**config.mk**
```make
export PLATFORM = sky130hd
export DESIGN_NAME = insertion_sorter_unit
export DESIGN_NICKNAME = d
export VERILOG_FILES = /design/src/isu_pkg.sv /design/src/isu_cell.sv /design/src/insertion_sorter_unit.sv
export SDC_FILE = /design/constraint.sdc
export NUM_CORES = 2
export LEC_CHECK = 0
export BUFFER_PORTS_ARGS = -buffer_cell sky130_fd_sc_hd__buf_2
export CAP_MARGIN = 20
export CORE_MARGIN = 2
export CORE_UTILIZATION = 50
export CTS_BUF_LIST = sky130_fd_sc_hd__clkbuf_8
export DETAILED_ROUTE_END_ITERATION = 8
export GPL_ROUTABILITY_DRIVEN = 0
export HOLD_SLACK_MARGIN = 0.05
export PLACE_DENSITY = 0.76
export RECOVER_POWER = 25
export SYNTH_ARGS = -nofsm -noshare
export SYNTH_HDL_FRONTEND = slang
export SYNTH_SLANG_ARGS = --single-unit
```
**constraint.sdc**
```tcl
create_clock -name clk -period 4.6 [get_ports clk]
set_clock_uncertainty 0.1 [all_clocks]
set_input_delay 0.46 -clock clk [delete_from_list [all_inputs] [get_ports clk]]
set_output_delay 0.46 -clock clk [all_outputs]
set_load 0.02 [all_outputs]
```
**src/isu_pkg.sv**
```systemverilog
// Package for the insertion sorter: the control word handed to every cell of the chain.
// No dependencies; used by isu_cell and insertion_sorter_unit.
`default_nettype none

package isu_pkg;

    // Per-cycle command broadcast along the chain.
    typedef struct packed {
        logic insert;   // place the broadcast value, pushing greater ones up
        logic shift;    // move every cell one place towards cell 0
    } cell_ctrl_t;

endpackage

`default_nettype wire

```
**src/isu_cell.sv**
```systemverilog
// One cell of the sorting chain: one stored value, its valid bit and the compare.
// Depends on isu_pkg for the control word.
`default_nettype none

module isu_cell #(
    parameter int VALUE_WIDTH = 32
) (
    input  wire                          clk,
    input  wire                          rst_n,
    input  wire isu_pkg::cell_ctrl_t     ctrl,
    input  wire logic signed [VALUE_WIDTH-1:0] new_value,
    input  wire logic signed [VALUE_WIDTH-1:0] prev_value,
    input  wire                          prev_valid,
    input  wire                          prev_gt,
    input  wire logic signed [VALUE_WIDTH-1:0] next_value,
    input  wire                          next_valid,
    output logic signed [VALUE_WIDTH-1:0] value,
    output logic                         valid,
    output logic                         gt
);
    import isu_pkg::*;

    logic signed [VALUE_WIDTH-1:0] value_reg;
    logic signed [VALUE_WIDTH-1:0] value_next;
    logic                          valid_reg;
    logic                          valid_next;

    // Strict compare keeps equal values in arrival order.
    assign gt    = valid_reg && (new_value < value_reg);
    assign value = value_reg;
    assign valid = valid_reg;

    always_comb
    begin
        value_next = value_reg;
        valid_next = valid_reg;
        if (ctrl.shift)
        begin
            value_next = next_value;
            valid_next = next_valid;
        end
        else if (ctrl.insert)
        begin
            if (prev_gt)
            begin
                // take the neighbour pushed up by the new value
                value_next = prev_value;
                valid_next = 1'b1;
            end
            else if (gt || (!valid_reg && prev_valid))
            begin
                value_next = new_value;
                valid_next = 1'b1;
            end
        end
    end

    always_ff @(posedge clk or negedge rst_n)
    begin
        if (!rst_n)
        begin
            valid_reg <= 1'b0;
        end
        else
        begin
            valid_reg <= valid_next;
        end
    end

    always_ff @(posedge clk)
    begin
        value_reg <= value_next;
    end

endmodule

`default_nettype wire

```
**src/insertion_sorter_unit.sv**
```systemverilog
// Channel   Handshake                  Fields
// item      item_valid / item_ready    value, end_of_set
// result    result_valid / result_ready  sorted_value, end_of_run, overflow
//
// Each item is inserted into the chain of cells, every cell comparing at once, unless the
// last cell is full: then it is dropped and overflow stays set until the run ends.
// The item flagged end_of_set starts the drain: one result per cycle from cell 0 while
// result_ready is high, the chain shifting down on each taken result; no item is taken
// until the last result leaves. A run gives one result per stored value, at most MAX_ITEMS.
// Reset clears the valid bits, the drain state and the overflow flag.
// Depends on isu_pkg and isu_cell.
`default_nettype none

module insertion_sorter_unit #(
    parameter int MAX_ITEMS   = 16,
    parameter int VALUE_WIDTH = 32
) (
    input  wire                          clk,
    input  wire                          rst_n,
    input  wire                          item_valid,
    output logic                         item_ready,
    input  wire logic signed [VALUE_WIDTH-1:0] value,
    input  wire                          end_of_set,
    output logic                         result_valid,
    input  wire                          result_ready,
    output logic signed [VALUE_WIDTH-1:0] sorted_value,
    output logic                         end_of_run,
    output logic                         overflow
);
    import isu_pkg::*;

    logic signed [VALUE_WIDTH-1:0] cell_value [MAX_ITEMS];
    logic                          cell_valid [MAX_ITEMS];
    logic                          cell_gt    [MAX_ITEMS];

    cell_ctrl_t ctrl;
    logic       item_acc;
    logic       result_acc;
    logic       store_full;
    logic       draining_reg;
    logic       draining_next;
    logic       dropped_reg;
    logic       dropped_next;

    assign item_ready  = !draining_reg;
    assign item_acc    = item_valid && item_ready;
    assign result_acc  = result_valid && result_ready;
    assign store_full  = cell_valid[MAX_ITEMS-1];

    assign ctrl.insert = item_acc && !store_full;
    assign ctrl.shift  = result_acc;

    // Head of the chain is the smallest stored value.
    assign result_valid = draining_reg;
    assign sorted_value = cell_value[0];
    assign end_of_run   = !cell_valid[1];
    assign overflow     = dropped_reg;

    genvar i;
    generate
        for (i = 0; i < MAX_ITEMS; i++)
        begin : g_cell
            logic signed [VALUE_WIDTH-1:0] prev_value;
            logic                          prev_valid;
            logic                          prev_gt;
            logic signed [VALUE_WIDTH-1:0] next_value;
            logic                          next_valid;

            if (i == 0)
            begin : g_first
                assign prev_value = value;
                assign prev_valid = 1'b1;
                assign prev_gt    = 1'b0;
            end
            else
            begin : g_mid
                assign prev_value = cell_value[i-1];
                assign prev_valid = cell_valid[i-1];
                assign prev_gt    = cell_gt[i-1];
            end

            if (i == MAX_ITEMS - 1)
            begin : g_last
                assign next_value = value;
                assign next_valid = 1'b0;
            end
            else
            begin : g_inner
                assign next_value = cell_value[i+1];
                assign next_valid = cell_valid[i+1];
            end

            isu_cell #(
                .VALUE_WIDTH(VALUE_WIDTH)
            ) u_cell (
                .clk       (clk),
                .rst_n     (rst_n),
                .ctrl      (ctrl),
                .new_value (value),
                .prev_value(prev_value),
                .prev_valid(prev_valid),
                .prev_gt   (prev_gt),
                .next_value(next_value),
                .next_valid(next_valid),
                .value     (cell_value[i]),
                .valid     (cell_valid[i]),
                .gt        (cell_gt[i])
            );
        end
    endgenerate

    always_comb
    begin
        draining_next = draining_reg;
        dropped_next  = dropped_reg;
        if (item_acc)
        begin
            // drop the value when full, but flag the overflow for the run
            if (store_full)
            begin
                dropped_next = 1'b1;
            end
            if (end_of_set)
            begin
                draining_next = 1'b1;
            end
        end
        if (result_acc && end_of_run)
        begin
            draining_next = 1'b0;
            dropped_next  = 1'b0;
        end
    end

    always_ff @(posedge clk or negedge rst_n)
    begin
        if (!rst_n)
        begin
            draining_reg <= 1'b0;
            dropped_reg  <= 1'b0;
        end
        else
        begin
            draining_reg <= draining_next;
            dropped_reg  <= dropped_next;
        end
    end

endmodule

`default_nettype wire

```
==> impl_metrics.env <==
export IMPL_critPathTopFamily="buffers and inverters"
export IMPL_worstPathMaxFanout=17
export IMPL_final_net_count=4243
export IMPL_crit_path_frequent_cell="a21oi_1"
export IMPL_grt_antenna_before_repair=3
export IMPL_cts_tree="done"
export IMPL_clock_path_buffers=3
export IMPL_synth_top_area_share=0.416
export IMPL_crit_cells=11
export IMPL_synth_cells=3721
export IMPL_setup_tns_ns=0
export IMPL_switching_share=0.451
export IMPL_initial_utilization=0.506
export IMPL_ys_flop_type="edfxtp_1"
export IMPL_cts_sinks=530
export IMPL_io_pins=73
export IMPL_p_per_area_nw_per_um2=794
export IMPL_tightest_slew_ns=2.09
export IMPL_syn_avg_cell_area_um2=9.93
export IMPL_grt_max_degree=155
export IMPL_maxSlewHeadroom=-0.394
export IMPL_area_growth_pct=8.81
export IMPL_slowest_delay_ns=1.02
export IMPL_power_frac_comb=0.521
export IMPL_synth_area_leader_cell="edfxtp_1"
export IMPL_drive_gt1_frac=0.0828
export IMPL_slew_violations=41
export IMPL_grt_use_total=0.265
export IMPL_synthArstFlopShare=0.0340
export IMPL_min_from="result_ready"
export IMPL_path_class="reg -> reg"
export IMPL_end_kind="flop"
export IMPL_cp_num_buf_inv=3
export IMPL_floorplan_rows=99
export IMPL_rsz0062_at_grt="no"
export IMPL_critPathCapture="g_cell[6].u_cell.value[6]"
export IMPL_vias_per_cell=6.36
export IMPL_startpoint="g_cell[6].u_cell.value[17]"
export IMPL_p_switching_mw=14.4
export IMPL_p_int_mw=17.5
export IMPL_ys_seq_elements=530
export IMPL_grt_pass1_vias=29800
export IMPL_yosysWarnings=0
export IMPL_synth_edf_count=512
export IMPL_violations="design-rule violations, max-capacitance violations, max-slew violations"
export IMPL_die_width_um=276
export IMPL_numCtsBuffers=92
export IMPL_outcome="finished with violations"
export IMPL_grt_pass1_wl_mm=161
export IMPL_hold_violations=0
export IMPL_start_kind="flop"
export IMPL_crit_required_ns=4.97
export IMPL_r2r_cells=11
export IMPL_post_cts_setup_buffers=0
export IMPL_stdcell_area_um2=40200
export IMPL_largest_register_ffs=512
export IMPL_fmax_mhz=238
export IMPL_clk_latency_ns=0.71
export IMPL_synthTopCellsByArea="edfxtp_1, ha_1, o221ai_1, nand3_1, inv_1"
export IMPL_wirelength_mm=102
export IMPL_crit_chain="inv_1 > ha_1 > a21oi_1 > o21ai_0 > a41oi_1 > nor4_1 > a21oi_1 > o21ai_4 > clkbuf_1 > a31oi_4 > buf_12"
export IMPL_period_share=0.913
export IMPL_r2r_start="g_cell[6].u_cell.value[17]"
export IMPL_pwr_share_clk=0.131
export IMPL_synth_nets=4223
export IMPL_vdd_drop_max_uv=542
export IMPL_slowest_stage="clkbuf_1"
export IMPL_portBuffers=72
export IMPL_setup_viol=0
export IMPL_r2r_end="g_cell[6].u_cell.value[6]"
export IMPL_hold_path_class="in -> reg"
export IMPL_drt_first_pass_iters=7
export IMPL_coreArea_um2=73100
export IMPL_gr_total_overflow=0
export IMPL_root_buffer="clkbuf_8"
export IMPL_reg2reg_slack_ns=0.40
export IMPL_synth_area_um2=36900
export IMPL_die_area_um2=76100
export IMPL_yosysSeqAreaShare=0.428
export IMPL_path_clk_slew_ns=0.06
export IMPL_htree_levels=3
export IMPL_vias=30400
export IMPL_dieHeight_um=276
export IMPL_p_leak_nw=17.1
export IMPL_arrival_ns=4.57
export IMPL_final_antenna_net_count=0
export IMPL_drc=3
export IMPL_drt_wirelength_per_cell_um=21.3
export IMPL_placed_area_um2=38500
export IMPL_hpwl_mm=73.4
export IMPL_max_cap_viol_count=1
export IMPL_synthDistinctLibCells=67
export IMPL_fin_crit_ns=4.20
export IMPL_drt_iter0_drc=3142
export IMPL_p_seq_frac=0.347
cells in the mapped netlist, types with 10 or more instances:
master	count
a221oi_1	11
edfxtp_1	512
clkbuf_1	149
mux2_2	35
o221ai_2	19
nor4_1	19
o211ai_1	22
nor3_1	21
nor2_1	62
buf_6	12
inv_1	516
nand2_1	286
nand3_1	393
a31oi_1	14
a211oi_1	23
nand2b_1	17
a21oi_1	197
o21a_1	10
buf_1	35
buf_2	34
ha_1	465
o21ai_1	10
dfrtp_1	18
o221ai_1	324
nand4_1	59
mux2i_1	100
a21o_1	32
o21ai_0	211
power groups by stage:
stage,Clock (mW),Combinational [mW],Sequential (mW)
2_1_floorplan,0,11.8,10.7
3_3_place_gp,0,15.7,11.1
3_5_place_dp,0,16.3,11.1
4_1_cts,4.24,16.4,11.1
5_1_grt,4.45,18.5,11.4
6_report,4.20,16.6,11.1
placed cells by master, fill, tap and decap left out, drive strengths merged, types with 59 or more instances in the layout:
cell type | synthesis | routed
inv | 516 | 551
edfxtp | 512 | 512
ha | 465 | 465
nand3 | 393 | 393
o221ai | 343 | 343
nand2 | 286 | 286
o21ai | 221 | 221
a21oi | 197 | 197
clkbuf | 149 | 141
buf | 90 | 118
mux2i | 100 | 100
nor2 | 63 | 63
nand4 | 59 | 59
kinds of logic (layout without fill, tap and decap cells):
family,Yosys count,in the layout,synth area share
AO/OA/AOI/OAI,926,926,0.177
buffers and inverters,755,850,0.0812
AND/OR/NAND/NOR,903,903,0.116
multiplexers,136,136,0.0381
other,0,1,0
XOR/XNOR,6,6,0.00142
flip-flops,530,530,0.428
adder cells (fa/ha/maj),465,465,0.157
worst min-delay path by stage:
stage,depth (start not counted),slack (ns),endpoint
after floorplan,0,0.06,g_cell[0].u_cell.valid
after global placement,1,0.33,g_cell[0].u_cell.valid
after detailed placement,1,0.33,g_cell[0].u_cell.valid
after CTS,4,0.09,result_valid
after global routing,4,0.11,result_valid
final,4,0.10,result_valid
layout make-up:
type / instances / area, um^2
sequential: 530 / 15800
clock inverter: 71 / 350
tap: 959 / 1200
fill: 6443 / 32900
timing repair buffer: 165 / 1200
clock buffer: 98 / 1350
antenna: 1 / 2.50
inverter: 516 / 1940
multi-input combinational: 2436 / 18300
worst reg2reg max path, delay by kind of cell (launching register included):
family	cells	cell delay [ns]
adders and majority gates	1	0.29
and+or+nand+nor	1	0.66
DFF	1	0.37
buffers and inverters	3	1.36
AOI/OAI and AO/OA	6	1.16
metal layers:
| layer | track usage | vias to the layer above | part of all wire |
|---|---|---|---|
| met5 | 0 | - | 0.00023 |
| met4 | 0.102 | 4 | 0.033 |
| met3 | 0.0381 | 249 | 0.071 |
| met2 | 0.435 | 1237 | 0.48 |
| met1 | 0.356 | 14700 | 0.42 |
| li1 | - | 14100 | - |
repair_timing:
| action | in CTS | in global routing |
|---|---|---|
| hold buffers | 4 | 0 |
| gates resized for setup | 0 | 0 |
| hold endpoints to repair | 21 | 0 |
stage by stage:
stage / total power, mW / cells / worst slack (ns) / hold slack, ns / utilization
floorplan: 22.5 / 3721 / 0.200 / 0.0644 / -
global placement: 26.8 / 4602 / 0.507 / 0.334 / 0.527
detailed placement: 27.5 / 4602 / 0.460 / 0.334 / 0.527
CTS: 31.7 / 4775 / 0.882 / 0.0930 / 0.551
global route: 34.3 / 4776 / 0.318 / 0.109 / 0.550
finish: 31.9 / 4776 / 0.401 / 0.101 / 0.550
Power figures use the tool's default switching activity.
